===== config.mk =====
export PLATFORM = sky130hd
export DESIGN_NAME = sbcc_div
export DESIGN_NICKNAME = d
export VERILOG_FILES = /design/src/sbcc_div.sv
export SDC_FILE = /design/constraint.sdc
export NUM_CORES = 1
export LEC_CHECK = 0
export BUFFER_PORTS_ARGS = -buffer_cell sky130_fd_sc_hd__buf_4
export CORE_MARGIN = 4
export CORE_UTILIZATION = 55
export DETAILED_ROUTE_END_ITERATION = 7
export PLACE_DENSITY = 0.77
export SKIP_CTS_REPAIR_TIMING = 1
export SYNTH_ARGS = -nofsm -noshare
export SYNTH_HDL_FRONTEND = slang
export SYNTH_SLANG_ARGS = --single-unit

===== constraint.sdc =====
create_clock -name i_clk -period 3.16 [get_ports i_clk]
set_input_delay 0.632 -clock i_clk [delete_from_list [all_inputs] [get_ports i_clk]]
set_output_delay 0.632 -clock i_clk [all_outputs]
set_load 0.05 [all_outputs]

===== src/sbcc_div.sv =====
// restoring divider, one quotient bit a cycle, 32 steps
`default_nettype none
module sbcc_div (
    input  wire logic        i_clk,
    input  wire logic        i_rst_n,
    input  wire logic        i_start,
    input  wire logic [15:0] i_dividend,
    input  wire logic [15:0] i_divisor,
    output logic             o_done,
    output logic [31:0]      o_quot,
    output logic [15:0]      o_rem
);
    logic        r_busy, r_done;
    logic [4:0]  r_cnt;
    logic [15:0] r_rem, r_dvs, r_mod;
    logic [31:0] r_dvd;
    logic [16:0] rs, diff;
    logic        ge;

    // dividend is a shifted up by 16: high quotient half is a/b, low half the overflow
    assign rs   = {r_rem, r_dvd[31]};
    assign diff = rs - {1'b0, r_dvs};
    assign ge   = rs >= {1'b0, r_dvs};

    always_ff @(posedge i_clk) begin
        if (!i_rst_n) begin
            r_busy <= 1'b0;
            r_done <= 1'b0;
            r_cnt  <= '0;
        end else begin
            r_done <= 1'b0;
            if (i_start) begin
                r_busy <= 1'b1;
                r_cnt  <= '0;
                r_rem  <= '0;
                r_dvs  <= i_divisor;
                r_dvd  <= {i_dividend, 16'h0000};
            end else if (r_busy) begin
                r_rem <= ge ? diff[15:0] : rs[15:0];
                r_dvd <= {r_dvd[30:0], ge};
                r_cnt <= r_cnt + 5'd1;
                // after the high half the partial remainder is a mod b
                if (r_cnt == 5'd15) begin
                    r_mod <= ge ? diff[15:0] : rs[15:0];
                end
                if (r_cnt == 5'd31) begin
                    r_busy <= 1'b0;
                    r_done <= 1'b1;
                end
            end
        end
    end

    assign o_done = r_done;
    assign o_quot = r_dvd;
    assign o_rem  = r_mod;
endmodule
`default_nettype wire


# After elaboration in Yosys (flattened, before gate mapping)
# Cells that the tools add are included.
totals:
  regBits: 87
  in_bits: 35
  output_inout_bits: 49
  elab_cells: 30
classes:
  addsub: 2
  order_cmp: 1
  n_eq_ne: 2
  mux: 8
  bitwise_logic: 3
  reduce_logical: 6
ops:
  columns: ["op", "n"]
  rows:
  - ["2-to-1 mux 32 bit", 2]
  - ["2-to-1 mux 16 bit", 2]
  - [">= comparator 17 x 16 -> 1 bit", 1]
  - ["subtractor 16 bit", 1]
  - ["adder 5 x 1 -> 5 bit, second input constant", 1]
  - ["== test 5 x 4 -> 1 bit, second input constant", 1]
  - ["== test 5 bit, second input constant", 1]
  - ["2-to-1 mux 1 bit", 4]
  - ["AND reduction 2 bit", 2]
  - ["AND reduction 4 bit", 1]
  - ["inverter 1 bit", 3]
  - ["OR reduction 3 bit", 1]
  - ["nonzero test 2 bit", 1]
  - ["OR reduction 2 bit", 1]

# Longest topological paths before layout
logic_depth:
  depth_word: 4
  mapped_depth: 12
  depth_no_buf: 10

# Worst setup path before layout
# OpenSTA, ideal clock, no wires.
synth_path:
  kind: "input to register"
  start: "in i_start"
  end: "reg r_dvd[0] (netlist: o_quot[0]) (enable)"
  setup_time_ns: 0.409
  arrival_time_ns: 2.348
  required_time_ns: 2.751
  path_slack_ns: 0.403
  cell_stages: 3
  path_buffers: 2
  cell_sequence: "clkbuf_1 > clkbuf_1 > o21a_1"
synth_between:
  elab_chain_len: 2
synth_lines:
  columns: ["element", "line_no", "source"]
  rows:
  - ["start, declared", "6", "input wire logic i_start,"]
  - ["nonzero test 2 bit (no source line)", null, null]
  - ["AND reduction 2 bit (no source line)", null, null]
  - ["end signal, assigned", "37", "r_dvd <= {i_dividend, 16'h0000};"]
  - ["end signal, assigned", "40", "r_dvd <= {r_dvd[30:0], ge};"]
  - ["end, declared", "16", "logic [31:0] r_dvd;"]
# No other way between the ends.
# A chain may end at the register's enable or synchronous reset.

# Final worst setup path
layout_path:
  start: "reg r_rem[13]"
  end: "reg r_rem[9], data pin"
layout_between:
  elab_chain_len: 3
layout_lines:
  columns: ["element", "line_no", "source"]
  rows:
  - ["start, declared", "15", "logic [15:0] r_rem, r_dvs, r_mod;"]
  - ["start signal, assigned", "39", "r_rem <= ge ? diff[15:0] : rs[15:0];"]
  - [">= comparator 17 x 16 -> 1 bit", "23", "assign ge = rs >= {1'b0, r_dvs};"]
  - ["2-to-1 mux 16 bit", "39", null]
  - ["2-to-1 mux 16 bit", "38", "end else if (r_busy) begin"]
# No other way between the ends. The select of a mux whose other input is x is not followed.

==> parameters.txt <==
Parameter                              Value

Logic synthesis
  Share of synthesized flip-flops with an asynchronous set or reset    0%
  Post-synth cell types    43
  Total number of yosys warnings    0
  Flip-flop cell with the highest count after synthesis    edfxtp_1
  Number of enable-type register cells in the synthesized netlist    80
  Area of the mapped netlist    roughly 4200 um^2
  Syn nets    372
  Average cell area after synthesis    about 13 um^2
  Flip-flop and latch count after synthesis    between 80 and 90
  Register area share after synthesis    between 60% and 70%
  Post-synthesis cell count    roughly 320

Cells and area
  Layout filler cell count    about 550
  Most common cell after layout, fill and taps aside    buf_4
  Top library cells by usage in the layout, fill and taps aside    buf_4, edfxtp_1, nor2b_1, nor2_1, inv_1
  Diodes inserted    0
  Net count, final    458
  Footprint of the multi-input gates    between 1500 and 2000 um^2
  Ratio of cells with drive above 1 in the final layout    33.3%
  Area added between synthesis and finish    22.3%
  Sequential cell area in the final layout    2540 um^2

Floorplan
  Die width    ~96 um
  Placeable core region    between 7000 and 8000 um^2
  Io pins    84
  Number of core rows    31
  Die Area    around 9000 um^2
  Starting density of the core    between 50% and 60%
  Height of the die    about 96 um

Power
  Total power divided by cell area    approximately 560 nW/um^2
  Logic gate share of total power    between 20% and 30%
  Share of power burned in the clock network    a little over a quarter
  Maximum VDD drop    around 0.00028 V
  Switching pwr    between 0.8 and 0.9 mW
  Proportion of total power due to net switching    about 28%
  Internal power    about 2.1 mW
  Leakage dissipation    between 2 and 2.5 nW
  Power share of the sequential group    48.6%

Routing
  Detailed-route vias per instance    ~5.4
  Count of TritonRoute iterations in the first routing pass    4
  Routed vias    2,725
  Initial drt markers    132
  Residual antenna-violating net count after detailed routing    0
  Detail-routed net length per standard cell    16.3 um
  DR DRC count    0
  Wire length after detailed routing    just over 8000 um

Place
  IO buf count    83
  Detailed Place HPWL    around 5800 um
  Worst setup slack after placement    0.428 ns
  Global placer's final weighted congestion    0.847

STA
  Minimum clock period after layout    between 2 and 3 ns
  Total of endpoints with negative setup slack in the final report    0
  Setup ws final    slightly above 0.4 ns
  Least-Margin Pin Slew    0.736 ns
  Count of pins over their slew limit    0
  Setup repair after global routing missed its margin    no
  Highest achievable clock rate    roughly 360 MHz
  Post-Route Skew    0.0167 ns
  Post-route clock period utilization    just under 90%
  Sum of negative setup slack    0 ns
  Fin. Hold Viols    0
  Relative slew slack    between 50% and 60%

Global routing
  Remaining global-route overflow    0
  Vias in the first global route    2,785
  First-pass GRT wire length    13,200 um
  Pin count of the biggest net entering global routing    between 40 and 50
  Total GRT Usage    approximately a fifth
  Antenna violations before repair    0

Worst setup path
  Crit path max-delay family    compound AO/OA/AOI/OAI gates
  Worst Path Class, Setup    flip-flop to flip-flop
  Slowest stage cell, crit path    edfxtp_1
  Top fanout value on the critical path    28
  Worst Path Required    3.25 ns
  Buffering stage count on the worst path with inverters included    1
  Top cell by count, worst path    a31o_1
  Cell-by-cell listing of the critical path    ha_1, a21o_1, a211oi_2, o31ai_1, a31o_1, a31o_1, buf_12, mux2_4, nor2b_1
  Kind of capture point of the worst setup path    flip-flop
  Nature of the critical path startpoint    flip-flop
  CP peak stage delay    ~0.4 ns
  Arrival @ worst endpoint    approximately 2.8 ns

Flow run
  Max-cap check violation count    0

Worst hold path
  Hold/Removal Path Class    primary input to flip-flop

Clocking
  Clock network latency to the later pin of the worst-skew pair    between 0.3 and 0.4 ns
  Clock tree from TritonCTS    built
  Maximum count of clock buffers along a single path    2
  H-Tree Depth    3
  Num CTS Buffers    9
  TritonCTS Sinks    87
  Clk Tree Root Cell    clkbuf_8
  Post-CTS clock slew at the launch and capture registers of the worst setup and hold paths    roughly 0.090 ns

Run status
  Outcome    completed
area by class of cell:
type                            instances  area share (%)
Inverter                               21            1.53
Tap cell                               99            2.40
Clock inverter                          6            1.33
Sequential cell                        87            49.3
Clock buffer                           10            2.67
Multi-Input combinational cell        197            29.7
Timing Repair Buffer                   87            13.1
flip-flops by register name, summed over array words and instances, names as in the netlist:
signal and flops:
r_busy 1, o_quot 32, r_cnt 5, r_rem 16, o_rem 16, o_done 1, r_dvs 16
logic make-up after synthesis:
family | count (synthesis) | synth area share [%]
DFF | 87 | 60.2
AOI/OAI and AO/OA | 54 | 9.16
adders and majority gates | 20 | 6.11
and+or+nand+nor | 82 | 10.1
xor gates and xnor gates | 14 | 2.91
buffers and inverters | 33 | 3.53
muxes | 27 | 7.98
synth_stat cells, types with 2 or more instances:
| cell | instances | area (um^2) |
|---|---|---|
| edfxtp_1 | 80 | 2400 |
| nor2b_1 | 28 | 175 |
| nor2_1 | 23 | 86.3 |
| inv_1 | 21 | 78.8 |
| ha_1 | 19 | 238 |
| a21oi_1 | 16 | 80.1 |
| mux2_2 | 16 | 180 |
| nand2_1 | 11 | 41.3 |
| mux2_4 | 9 | 135 |
| xnor2_1 | 9 | 78.8 |
| dfxtp_1 | 7 | 140 |
| clkbuf_1 | 6 | 22.5 |
| a211oi_1 | 5 | 37.5 |
| a211oi_2 | 5 | 62.6 |
| xor2_1 | 5 | 43.8 |
| a21boi_0 | 4 | 30.0 |
| a21o_1 | 4 | 30.0 |
| and3_1 | 4 | 25.0 |
| nand4_1 | 4 | 25.0 |
| o21ai_0 | 4 | 20.0 |
| buf_6 | 3 | 33.8 |
| nand3_1 | 3 | 15.0 |
| nor3_1 | 3 | 15.0 |
| o21a_1 | 3 | 22.5 |
| o31ai_1 | 3 | 22.5 |
| a31o_1 | 2 | 17.5 |
| and4_1 | 2 | 17.5 |
| buf_2 | 2 | 10.0 |
| o21ai_1 | 2 | 10.0 |
per-stage QoR:
step | std cells | hold WS, ns | area, um^2 | total power, mW | utilization (%)
3_3_place_gp | 491 | 0.482 | 4950 | 2.09 | 67.2
6_report | 507 | 0.453 | 5160 | 2.87 | 70.0
3_5_place_dp | 491 | 0.498 | 4950 | 2.11 | 67.2
2_1_floorplan | 317 | 0.472 | 4220 | 1.94 | -
4_1_cts | 507 | 0.432 | 5160 | 2.90 | 70.0
5_1_grt | 507 | 0.421 | 5160 | 3.02 | 70.0
worst paths after layout:
path	from	to	slack (ns)	cells past startpoint
worst max register to register	r_rem[13]$_SDFFCE_PP0P_	r_rem[9]$_SDFFCE_PP0P_	0.41	9
worst max-delay path	r_rem[13]$_SDFFCE_PP0P_	r_rem[9]$_SDFFCE_PP0P_	0.41	9
worst min register to register	r_cnt[4]$_SDFFE_PN0P_	r_cnt[4]$_SDFFE_PN0P_	0.51	2
worst min-delay path	i_divisor[4]	r_dvs[4]$_DFFE_PP_	0.45	1
worst register-to-register path, delay by kind of cell (launching register included):
kind,cells,cell delay [ns]
AOI/OAI and AO/OA,5,1.08
DFF,1,0.41
adders and majority gates,1,0.37
muxes,1,0.33
buffers and inverters,1,0.18
and+or+nand+nor,1,0.13
routing by layer:
| metal | up-vias | global-route usage, % | routed length, um |
|---|---|---|---|
| met5 | - | 0 | 0 |
| met4 | 0 | 4.62 | 39 |
| met3 | 2 | 8.68 | 701 |
| met2 | 85 | 31.4 | 4030 |
| met1 | 1305 | 23.3 | 3500 |
| li1 | 1333 | - | - |
power by group through the flow:
| stage | registers (mW) | logic (mW) | clock network (mW) |
|---|---|---|---|
| 3_5_place_dp | 1.42 | 0.686 | 0 |
| 6_report | 1.40 | 0.688 | 0.787 |
| 5_1_grt | 1.40 | 0.750 | 0.862 |
| 3_3_place_gp | 1.42 | 0.673 | 0 |
| 2_1_floorplan | 1.50 | 0.439 | 0 |
| 4_1_cts | 1.40 | 0.691 | 0.810 |
Power figures use the tool's default switching activity.
