--- config.mk ---
export PLATFORM = sky130hd
export DESIGN_NAME = sbcc_alu
export DESIGN_NICKNAME = d
export VERILOG_FILES = /design/src/sbcc_pkg.sv /design/src/sbcc_alu.sv
export SDC_FILE = /design/constraint.sdc
export NUM_CORES = 1
export LEC_CHECK = 0
export ABC_AREA = 1
export BUFFER_PORTS_ARGS = -buffer_cell sky130_fd_sc_hd__buf_2
export CORE_ASPECT_RATIO = 0.8
export CORE_UTILIZATION = 40
export DETAILED_ROUTE_END_ITERATION = 10
export GPL_TIMING_DRIVEN = 0
export MAX_ROUTING_LAYER = met4
export PLACE_DENSITY = 0.69
export SYNTH_ARGS = -nofsm -noshare
export SYNTH_HDL_FRONTEND = slang
export SYNTH_SLANG_ARGS = --single-unit
--- constraint.sdc ---
create_clock -name vclk -period 9.25
set_input_delay 1.85 -clock vclk [all_inputs]
set_output_delay 1.85 -clock vclk [all_outputs]
set_load 0.02 [all_outputs]
--- src/sbcc_pkg.sv ---
// shared types, constants and helpers of the sixteen-bit processor core
`default_nettype none
package sbcc_pkg;

    localparam int MEM_ADDR_BITS = 16;
    localparam int MEM_WORDS     = 1 << MEM_ADDR_BITS;

    typedef enum logic [1:0] {
        CMD_EXEC  = 2'd0,
        CMD_WRITE = 2'd1,
        CMD_READ  = 2'd2,
        CMD_NONE  = 2'd3
    } t_cmd;

    typedef enum logic [3:0] {
        OP_EXT = 4'h0, OP_SET = 4'h1, OP_ADD = 4'h2, OP_SUB = 4'h3,
        OP_MUL = 4'h4, OP_DIV = 4'h5, OP_MOD = 4'h6, OP_SHL = 4'h7,
        OP_SHR = 4'h8, OP_AND = 4'h9, OP_BOR = 4'ha, OP_XOR = 4'hb,
        OP_IFE = 4'hc, OP_IFN = 4'hd, OP_IFG = 4'he, OP_IFB = 4'hf
    } t_op;

    localparam logic [5:0] EXT_JSR     = 6'h01;
    localparam logic [5:0] CODE_POP    = 6'h18;
    localparam logic [5:0] CODE_PEEK   = 6'h19;
    localparam logic [5:0] CODE_PUSH   = 6'h1a;
    localparam logic [5:0] CODE_SP     = 6'h1b;
    localparam logic [5:0] CODE_PC     = 6'h1c;
    localparam logic [5:0] CODE_O      = 6'h1d;
    localparam logic [5:0] CODE_NWIND  = 6'h1e;
    localparam logic [5:0] CODE_NWLIT  = 6'h1f;

    typedef enum logic [2:0] {
        K_REG, K_MEM, K_SP, K_PC, K_OV, K_LIT
    } t_kind;

    typedef enum logic [3:0] {
        S_IDLE, S_HRD, S_FETCH, S_RES, S_NW, S_RD, S_RDW, S_EXEC,
        S_DIVW, S_WB, S_JSR, S_SKW, S_DONE
    } t_state;

    typedef struct packed {
        logic                     en;
        logic                     we;
        logic [MEM_ADDR_BITS-1:0] addr;
        logic [15:0]              wdata;
    } t_mem_req;

    typedef struct packed {
        logic [15:0] res;
        logic [15:0] ov;
        logic        ov_we;
        logic        cond;
    } t_alu_out;

    function automatic logic takes_word(input logic [5:0] c);
        return (c[5:3] == 3'b010) || (c == CODE_NWIND) || (c == CODE_NWLIT);
    endfunction

endpackage
`default_nettype wire

--- src/sbcc_alu.sv ---
// combinational arithmetic, logic, shift and compare unit
`default_nettype none
module sbcc_alu (
    input  wire sbcc_pkg::t_op     i_op,
    input  wire logic [15:0]       i_a,
    input  wire logic [15:0]       i_b,
    output sbcc_pkg::t_alu_out     o_out
);
    logic [16:0] sum, dif;
    logic [31:0] prod, shr_w;
    logic [47:0] shl_w;

    assign sum   = {1'b0, i_a} + {1'b0, i_b};
    assign dif   = {1'b0, i_a} - {1'b0, i_b};
    assign prod  = i_a * i_b;
    assign shl_w = {32'h0, i_a} << i_b;
    assign shr_w = {i_a, 16'h0000} >> i_b;

    always_comb begin
        o_out = '0;
        case (i_op)
            sbcc_pkg::OP_SET: o_out.res = i_b;
            sbcc_pkg::OP_ADD: begin
                o_out.res = sum[15:0]; o_out.ov = {15'h0, sum[16]}; o_out.ov_we = 1'b1;
            end
            sbcc_pkg::OP_SUB: begin
                o_out.res = dif[15:0]; o_out.ov = {16{dif[16]}}; o_out.ov_we = 1'b1;
            end
            sbcc_pkg::OP_MUL: begin
                o_out.res = prod[15:0]; o_out.ov = prod[31:16]; o_out.ov_we = 1'b1;
            end
            sbcc_pkg::OP_SHL: begin
                o_out.res = shl_w[15:0]; o_out.ov = shl_w[31:16]; o_out.ov_we = 1'b1;
            end
            sbcc_pkg::OP_SHR: begin
                o_out.res = shr_w[31:16]; o_out.ov = shr_w[15:0]; o_out.ov_we = 1'b1;
            end
            sbcc_pkg::OP_AND: o_out.res = i_a & i_b;
            sbcc_pkg::OP_BOR: o_out.res = i_a | i_b;
            sbcc_pkg::OP_XOR: o_out.res = i_a ^ i_b;
            sbcc_pkg::OP_IFE: o_out.cond = (i_a != i_b);
            sbcc_pkg::OP_IFN: o_out.cond = (i_a == i_b);
            sbcc_pkg::OP_IFG: o_out.cond = (i_a <= i_b);
            sbcc_pkg::OP_IFB: o_out.cond = ((i_a & i_b) == 16'h0000);
            default:          o_out = '0;
        endcase
    end
endmodule
`default_nettype wire

* Yosys cells after proc, flatten, opt, wreduce, memory -nomap -nowiden
Index checks and enable logic that the tools add are counted.
Storage, ports and cells: flip-flop bits (word level) 0, input port bits 36, word-level logic and storage cells 28
Cells by class: add/subtract/negate cells 2, multiply operators 1, $lt $le $gt $ge 1, eq/ne operators 15, shift-type cells 2, multiplexer cells 3, bitwise operators 3, reductions and logical operators 1
Operators with widths (number):
- $pmux 16 s9 | 1
- $pmux 17 s5 | 1
- $eq 4x4->1 const B | 8
- $mul 16x16->32 | 1
- $shl 16x16->32 | 1
- $shr 32x16->32 | 1
- $add 16x16->17 | 1
- $sub 16x16->17 | 1
- $and 16x16->16 | 1
- $eq 16x16->1 | 1
- $le 16x16->1 | 1
- $logic_not 16->1 | 1
- $ne 16x16->1 | 1
- $or 16x16->16 | 1
- $xor 16x16->16 | 1
- $eq 4x2->1 const B | 2
- $eq 4x3->1 const B | 2
- $eq 4x1->1 const B | 1
- $pmux 1 s4 | 1

* Depth between registers and ports, before layout
Gate-level depths: netlist of the first run.
depth in word-level cells 3, depth in mapped cells 28

* Least setup slack after synthesis of the first run
OpenSTA, ideal clock, no wires.
path type input-to-output, start point input port i_b[2], end point output port o_out[4] (netlist name), arrival time 7.480 ns, required time 7.400 ns, slack -0.080 ns, cell stages on the path 25, buffers on the path 4, cell sequence clkbuf_1 > buf_2 > clkbuf_1 > clkbuf_1 > nand2_1 > fa_1 > fa_1 > fa_1 > fa_1 > inv_1 > fa_1 > inv_1 > fa_1 > inv_1 > ha_1 > nand2_1 > nand2_1 > a31oi_1 > nand3_1 > a21o_1 > or2_2 > nand3_1 > nand2_1 > a21oi_1 > nand2_1
RTL lines:
- start, declared | line sbcc_alu.sv:6 | input wire logic [15:0] i_b,
- end, declared | line sbcc_alu.sv:7 | output sbcc_pkg::t_alu_out o_out

==> flow_summary.html, run 1 <==
<table>
<tr><th>Metric</th><th>Value</th></tr>
<tr><th colspan="2">Drt</th></tr>
<tr><td>Number of design-rule violations left by the first detailed-router iteration</td><td>~1.9k</td></tr>
<tr><td>Number of iterations in the first detailed-routing pass</td><td>8</td></tr>
<tr><td>WL final</td><td>66500 um</td></tr>
<tr><td>Vias/cell</td><td>roughly 5.7</td></tr>
<tr><td>Antenna Nets Post-Route</td><td>0</td></tr>
<tr><td>Total vias in the final route</td><td>16.1k</td></tr>
<tr><td>Wire length per cell after detailed routing</td><td>roughly 24 um</td></tr>
<tr><td>Number of design rule violations left after detail routing</td><td>0</td></tr>
<tr><th colspan="2">Power</th></tr>
<tr><td>Power Density</td><td>401 nW/um^2</td></tr>
<tr><td>Worst vdd ir</td><td>482 uV</td></tr>
<tr><td>Total Power</td><td>6.89 mW</td></tr>
<tr><td>Lkg Pwr</td><td>roughly 9.6 nW</td></tr>
<tr><th colspan="2">Final layout</th></tr>
<tr><td>Clock buffers</td><td>0</td></tr>
<tr><td>Layout overhead on the synthesized area</td><td>20.2%</td></tr>
<tr><td>Antenna fix cells</td><td>0</td></tr>
<tr><td>Most common cell after layout, fill and taps aside</td><td>nand2_1</td></tr>
<tr><td>Area of the multi-input gates</td><td>12600 um^2</td></tr>
<tr><td>Commonest non-fill, non-tap cells in the layout</td><td>nand2_1, inv_1, nand3_1</td></tr>
<tr><td>Filler Cells Inserted</td><td>~3.6k</td></tr>
<tr><td>Nets</td><td>2735</td></tr>
<tr><td>Sequential cells</td><td>0</td></tr>
<tr><td>Sequential Area</td><td>0 um^2</td></tr>
<tr><td>Share of layout cells above drive strength 1</td><td>17.9%</td></tr>
<tr><td>Non-filler instance count after layout</td><td>about 2.8k</td></tr>
<tr><th colspan="2">Timing</th></tr>
<tr><td>Final min period</td><td>9.30 ns</td></tr>
<tr><td>Number of slew-limit violations in the final report</td><td>0</td></tr>
<tr><td>Unrepaired setup endpoints after global routing</td><td>true</td></tr>
<tr><td>Max transition margin</td><td>21.2%</td></tr>
<tr><td>Slew at the pin closest to its max-slew limit</td><td>1.18 ns</td></tr>
<tr><td>Highest clock frequency the design can meet</td><td>108 MHz</td></tr>
<tr><td>Number of hold-slack violations in the final timing report</td><td>0</td></tr>
<tr><td>Period utilisation layout</td><td>101%</td></tr>
<tr><td>Total setup violations reported at the end of the flow</td><td>3</td></tr>
<tr><td>Worst-case setup margin in the final layout</td><td>-0.0517 ns</td></tr>
<tr><th colspan="2">Status</th></tr>
<tr><td>Failing checks</td><td>setup timing</td></tr>
<tr><td>Outcome</td><td>finished with violations</td></tr>
<tr><th colspan="2">Synth</th></tr>
<tr><td>Syn_nets</td><td>2615</td></tr>
<tr><td>Yosys warnings</td><td>0</td></tr>
<tr><td>Area share of the leading cell type in the synthesized netlist</td><td>27.5%</td></tr>
<tr><td>Avg Cell Area, Syn</td><td>6.40 um^2</td></tr>
<tr><td>Sequential cell area fraction in the yosys report</td><td>0%</td></tr>
<tr><td>Synth top area cells</td><td>fa_1, nand2_1, ha_1, inv_1, nand3_1</td></tr>
<tr><td>Post-synthesis instance total</td><td>2231</td></tr>
<tr><td>Syn Std Cell Area</td><td>14300 um^2</td></tr>
<tr><td>Cell taking the most area after synthesis</td><td>fa_1</td></tr>
<tr><td>Number of distinct library cells after synthesis</td><td>48</td></tr>
<tr><th colspan="2">Placement</th></tr>
<tr><td>Number of placed instances, taps included</td><td>2773</td></tr>
<tr><td>Post-detailed-placement half-perimeter wirelength</td><td>approximately 53000 um</td></tr>
<tr><td>Count of port buffers added during placement</td><td>70</td></tr>
<tr><td>Final Wtd Congestion</td><td>around 1.1</td></tr>
<tr><th colspan="2">Die</th></tr>
<tr><td>Initial cell density of the core</td><td>40.9%</td></tr>
<tr><td>Die area</td><td>36500 um^2</td></tr>
<tr><td>I/O pins</td><td>70</td></tr>
<tr><td>Core region area</td><td>35000 um^2</td></tr>
<tr><td>Die boundary height</td><td>171 um</td></tr>
<tr><td>Die W</td><td>between 200 and 250 um</td></tr>
<tr><td>Site row count</td><td>61</td></tr>
<tr><th colspan="2">Min path</th></tr>
<tr><td>Class of the tightest hold or removal check</td><td>input pin to output port</td></tr>
<tr><td>Worst hold path startpoint</td><td>i_op[1]</td></tr>
<tr><th colspan="2">Global routing</th></tr>
<tr><td>Largest net degree at the start of global routing</td><td>22</td></tr>
<tr><td>GR peak layer</td><td>met2</td></tr>
<tr><td>Global-route wire length before repair</td><td>~97000 um</td></tr>
<tr><td>Global route overflow</td><td>0</td></tr>
<tr><td>GR met1 Demand/Resource</td><td>50.8%</td></tr>
<tr><td>Number of antenna violations at the first check in global routing</td><td>0</td></tr>
<tr><td>Met3 track demand over resource</td><td>12.8%</td></tr>
<tr><td>Overall routing resource usage</td><td>37.5%</td></tr>
<tr><td>Number of global-route vias before repair</td><td>15.5k</td></tr>
<tr><td>Met2 routing resource usage after global routing</td><td>51.5%</td></tr>
<tr><th colspan="2">Setup path</th></tr>
<tr><td>Max FO, Critical Path</td><td>6</td></tr>
<tr><td>Required time of the critical path</td><td>7.40 ns</td></tr>
<tr><td>Type of the worst setup path</td><td>input pin to output port</td></tr>
<tr><td>Critical path startpoint</td><td>i_b[4]</td></tr>
<tr><td>Critical Path Sink Type</td><td>output port</td></tr>
<tr><td>Type of element launching the critical path</td><td>input pin</td></tr>
<tr><td>CP arrival</td><td>approximately 7.5 ns</td></tr>
<tr><th colspan="2">Job</th></tr>
<tr><td># Max-Cap Violations</td><td>0</td></tr>
</table>
[worst max-delay path: stages]
cell and delay (ns):
buf_6 0.10, clkbuf_16 0.16, buf_12 0.14, nand2_4 0.06, inv_2 0.03, fa_1 0.53, inv_2 0.05, fa_2 0.41
fa_2 0.58, inv_2 0.04, fa_1 0.50, fa_1 0.54, inv_2 0.04, fa_1 0.52, inv_2 0.08, ha_4 0.28
nand2_2 0.09, nand2_2 0.08, a31oi_2 0.16, nand3_2 0.17, a21o_1 0.22, or2_4 0.23, nand3_2 0.06, nand2_2 0.08
a21oi_2 0.18, nand2_1 0.10, buf_6 0.14
[power by group]
group	total, mW	internal, mW	switching [mW]	leakage [nW]
logic	6.89	2.69	4.20	9.60
clock network	0	0	0	0
registers	0	0	0	0
[area by class of cell]
class	instances	share of cell area, %
plain buffers	100	7.14
inverters	472	10.3
repair buffers	128	5.76
multi-input cells	1649	73.3
well taps	472	3.44
[worst paths after layout]
kind / endpoint / slack (ns) / depth (start not counted)
setup / recovery: o_out[4] / -0.05 / 27
hold / removal: o_out[1] / 4.17 / 4
[through the flow]
step | hold WS [ns] | TNS, ns | instance area, um^2 | utilization, % | setup WS (ns)
after floorplan | 3.94 | 0 | 14300 | - | 0.00130
after global placement | 4.18 | -35.00 | 15200 | 43.6 | -1.90
after detailed placement | 4.18 | -35.84 | 15200 | 43.6 | -1.98
after CTS | 4.18 | -0.00169 | 16300 | 46.6 | -0.00169
after global routing | 4.22 | -1.08 | 17200 | 49.1 | -0.134
final | 4.17 | -0.0994 | 17200 | 49.1 | -0.0517
[metal layers]
metal / share of wire, % / vias up
met5: 0 / -
met4: 4.3 / 0
met3: 15 / 171
met2: 40 / 1074
met1: 41 / 7698
li1: - / 7164
[Yosys cell counts, types with 2 or more instances]
cell type  count
nand2_1      610
inv_1        461
nand3_1      201
fa_1         196
ha_1         152
nor2_1       118
a21oi_1      103
o21ai_0       70
clkbuf_1      53
nand4_1       36
buf_2         25
buf_1         14
o22ai_1       14
nor3_1        12
or2_2         11
buf_6         10
inv_2         10
o21ai_1       10
a221oi_1       9
nand2_2        9
a21o_1         7
nand4_2        7
nor4_1         7
o211ai_1       7
buf_4          6
nand3b_1       6
nor2_4         6
o21bai_1       6
a31oi_1        5
nand3_2        5
o2111ai_1      5
xnor2_1        5
xor2_1         5
a211oi_1       4
nor2_2         4
a21boi_0       3
nand4_4        3
o21ai_2        3
nand2_4        2
nor2_8         2
o31ai_1        2
[cell families (layout without fill, tap and decap cells)]
| kind of cell | after synthesis | after routing | share of synthesized area [%] |
|---|---|---|---|
| buffers and inverters | 582 | 700 | 16.4 |
| AO/OA/AOI/OAI | 251 | 251 | 9.98 |
| XOR/XNOR | 10 | 10 | 0.613 |
| AND/OR/NAND/NOR | 1040 | 1040 | 32.2 |
| adder cells (fa/ha/maj) | 348 | 348 | 40.8 |
[what timing repair did]
action	4_1_cts	5_1_grt
gates resized for setup	233	216
hold buffers	0	0
buffers inserted	27	29
gates cloned	1	1
pin swaps	29	86
endpoints found under the setup margin	25	25
hold endpoints to repair	0	0
Note: power is estimated with default switching activity, not from simulation.
==> run 2: changes to the inputs <==
--- a/config.mk
+++ b/config.mk
@@ -12,7 +12,7 @@
 export DETAILED_ROUTE_END_ITERATION = 10
 export GPL_TIMING_DRIVEN = 0
 export MAX_ROUTING_LAYER = met4
-export PLACE_DENSITY = 0.69
+export PLACE_DENSITY = 0.67
 export SYNTH_ARGS = -nofsm -noshare
 export SYNTH_HDL_FRONTEND = slang
 export SYNTH_SLANG_ARGS = --single-unit
==> constraint.sdc (replaced) <==
create_clock -name vclk -period 9.9
set_input_delay 1.98 -clock vclk [all_inputs]
set_output_delay 1.98 -clock vclk [all_outputs]
set_load 0.02 [all_outputs]
==> run 2 against run 1 <==
  * The flow now finishes without violations
  * Non-clock buffer count shrank 58
  * Die area is the same
  * Utilization shrank 4.5 points
  * Combinational power shrank 32%
  * Sequential cell count is the same
  * Worst setup slack gained 0.21 ns
  * Critical path type unchanged
  * Largest cell class unchanged
  * Highest routed layer unchanged
==> flow_summary.html, run 2 (synthesis results as in run 1) <==
<table>
<tr><th>Metric</th><th>Value</th></tr>
<tr><th colspan="2">Drt</th></tr>
<tr><td>Number of design-rule violations left by the first detailed-router iteration</td><td>2094 (+12%)</td></tr>
<tr><td>Vias/cell</td><td>5.60 (-1.8%)</td></tr>
<tr><td>Antenna Nets Post-Route</td><td>0 (unchanged)</td></tr>
<tr><td>Wire length per cell after detailed routing</td><td>23.2 um (-1.6%)</td></tr>
<tr><td>Total vias in the final route</td><td>15.5k (-3.9%)</td></tr>
<tr><td>WL final</td><td>64100 um (-3.6%)</td></tr>
<tr><td>Number of design rule violations left after detail routing</td><td>0 (unchanged)</td></tr>
<tr><td>Number of iterations in the first detailed-routing pass</td><td>5 (-3)</td></tr>
<tr><th colspan="2">Setup path</th></tr>
<tr><td>Critical-path top delay cell</td><td>fa_2</td></tr>
<tr><td>Required time of the critical path</td><td>7.92 ns (+0.52 ns)</td></tr>
<tr><td>Max FO, Critical Path</td><td>10 (+4)</td></tr>
<tr><td>Delay of the slowest cell on the worst path</td><td>0.58 ns (about the same)</td></tr>
<tr><td>Critical Path Sink Type</td><td>output port</td></tr>
<tr><td>Buffers &amp; Inverters on Critical Path</td><td>7 (-2)</td></tr>
<tr><td>Type of the worst setup path</td><td>input pin to output port</td></tr>
<tr><td>Critical path startpoint</td><td>i_a[12]</td></tr>
<tr><td>Kind of cell adding the most delay to the critical path</td><td>adder cells</td></tr>
<tr><td>CP arrival</td><td>7.77 ns (+0.32 ns)</td></tr>
<tr><td>Type of element launching the critical path</td><td>input pin</td></tr>
<tr><th colspan="2">Final layout</th></tr>
<tr><td>Nets</td><td>2677 (-2.1%)</td></tr>
<tr><td>Antenna fix cells</td><td>0 (unchanged)</td></tr>
<tr><td>Clock buffers</td><td>0 (unchanged)</td></tr>
<tr><td>Most common cell after layout, fill and taps aside</td><td>nand2_1</td></tr>
<tr><td>Sequential cells</td><td>0 (unchanged)</td></tr>
<tr><td>Share of layout cells above drive strength 1</td><td>10.6% (-7.4 points)</td></tr>
<tr><td>Sequential Area</td><td>0 um^2 (unchanged)</td></tr>
<tr><td>Layout overhead on the synthesized area</td><td>9.31%</td></tr>
<tr><td>Filler Cells Inserted</td><td>3822 (+5.4%)</td></tr>
<tr><td>Commonest non-fill, non-tap cells in the layout</td><td>nand2_1, inv_1, nand3_1</td></tr>
<tr><th colspan="2">Min path</th></tr>
<tr><td>Class of the tightest hold or removal check</td><td>input pin to output port</td></tr>
<tr><td>Worst hold path startpoint</td><td>i_op[1]</td></tr>
<tr><td>Worst hold path stage count</td><td>4 (unchanged)</td></tr>
<tr><td>Hold Path End</td><td>o_out[1]</td></tr>
<tr><th colspan="2">Placement</th></tr>
<tr><td>Final Wtd Congestion</td><td>1.04 (-1.7%)</td></tr>
<tr><td>Post-placement setup slack</td><td>-1.55 ns (+0.423 ns)</td></tr>
<tr><td>Count of port buffers added during placement</td><td>70 (unchanged)</td></tr>
<tr><td>Post-detailed-placement half-perimeter wirelength</td><td>53900 um (+2.1%)</td></tr>
<tr><th colspan="2">Power</th></tr>
<tr><td>Power Density</td><td>301 nW/um^2 (-25%)</td></tr>
<tr><td>Lkg Pwr</td><td>9.03 nW (-5.9%)</td></tr>
<tr><td>Worst vdd ir</td><td>329 uV (-32%)</td></tr>
<tr><th colspan="2">Global routing</th></tr>
<tr><td>Number of global-route vias before repair</td><td>14.7k (-5.1%)</td></tr>
<tr><td>Global route overflow</td><td>0 (unchanged)</td></tr>
<tr><td>Number of antenna violations at the first check in global routing</td><td>0 (unchanged)</td></tr>
<tr><td>Overall routing resource usage</td><td>36.6% (-0.84 points)</td></tr>
<tr><td>Largest net degree at the start of global routing</td><td>22 (unchanged)</td></tr>
<tr><td>Global-route wire length before repair</td><td>94500 um (-2.8%)</td></tr>
<tr><th colspan="2">Timing</th></tr>
<tr><td>Total setup violations reported at the end of the flow</td><td>0 (-3)</td></tr>
<tr><td>Worst-case setup margin in the final layout</td><td>0.155 ns (+0.206 ns)</td></tr>
<tr><td>Final min period</td><td>roughly 9.7 ns</td></tr>
<tr><td>Highest clock frequency the design can meet</td><td>103 MHz</td></tr>
<tr><td>Max transition margin</td><td>25.1% (+3.8 points)</td></tr>
<tr><td>Slew at the pin closest to its max-slew limit</td><td>1.12 ns (-0.0574 ns)</td></tr>
<tr><td>Number of hold-slack violations in the final timing report</td><td>0 (unchanged)</td></tr>
<tr><td>Hold WS</td><td>4.45 ns (+0.279 ns)</td></tr>
<tr><td>Unrepaired setup endpoints after global routing</td><td>true</td></tr>
<tr><td>Number of slew-limit violations in the final report</td><td>0 (unchanged)</td></tr>
<tr><td>Period utilisation layout</td><td>98.4%</td></tr>
<tr><th colspan="2">Die</th></tr>
<tr><td>Site row count</td><td>61 (unchanged)</td></tr>
<tr><td>I/O pins</td><td>70 (unchanged)</td></tr>
<tr><td>Initial cell density of the core</td><td>40.9% (unchanged)</td></tr>
<tr><td>Die area</td><td>36500 um^2 (unchanged)</td></tr>
<tr><td>Core region area</td><td>35000 um^2 (unchanged)</td></tr>
<tr><td>Die W</td><td>213 um (unchanged)</td></tr>
<tr><td>Die boundary height</td><td>171 um (unchanged)</td></tr>
<tr><th colspan="2">Job</th></tr>
<tr><td># Max-Cap Violations</td><td>0 (unchanged)</td></tr>
<tr><th colspan="2">Status</th></tr>
<tr><td>Outcome</td><td>finished clean</td></tr>
</table>
==> run 2: cell types whose count changed in the layout (fill, tap and decap cells not counted), moves of 18 or more <==
cell	previous run	this run
buf_12	21	3
nand2_1	578	609
buf_2	60	81
nand2_2	33	10
inv_2	39	11
inv_1	431	460
buf_4	64	20
==> run 2: area by class of cell <==
type	count	area (um^2)	share of cell area, %
multi-input combinational	1649	12000	77.2
inverter	472	1770	11.4
buffer	93	778	4.98
tap	472	591	3.78
timing repair buffer	77	425	2.72
==> run 2: repair_timing <==
action,in CTS,in global routing
setup endpoints to repair,25,21
resized for setup,88,70
cloned,0,0
buffers inserted,0,7
hold buffers,0,0
pin swaps,0,3
==> run 2: power by group <==
part           total (mW)  switching [mW]  internal (mW)
logic                4.69            3.07           1.63
registers               0               0              0
clock network           0               0              0
==> run 2: through the flow <==
step                util (%)  setup TNS (ns)  cells  cell area [um^2]  power, mW
floorplan                  -               0   2231             14300       2.94
global placement        43.6          -27.80   2773             15200       4.23
detailed placement      43.6          -28.83   2773             15200       4.25
CTS                     44.1               0   2758             15400       4.31
global route            44.7         -0.0548   2763             15600       5.19
finish                  44.7               0   2763             15600       4.69
==> run 2: metal layers <==
metal,GRT usage (%),up-vias,share of wire (%)
li1,-,7038,-
met1,51.3,7479,44
met2,51.4,858,41
met3,10.2,110,13
met4,8.98,0,2.7
met5,-,-,0
==> run 2: worst max-delay path by stage <==
stage	to	slack, ns	cells after the start
finish	o_out[9]	0.15	25
global route	o_out[9]	-0.04	28
CTS	o_out[9]	0.009	25
detailed placement	o_out[31]	-1.55	23
global placement	o_out[31]	-1.54	23
floorplan	o_out[4]	0.31	25
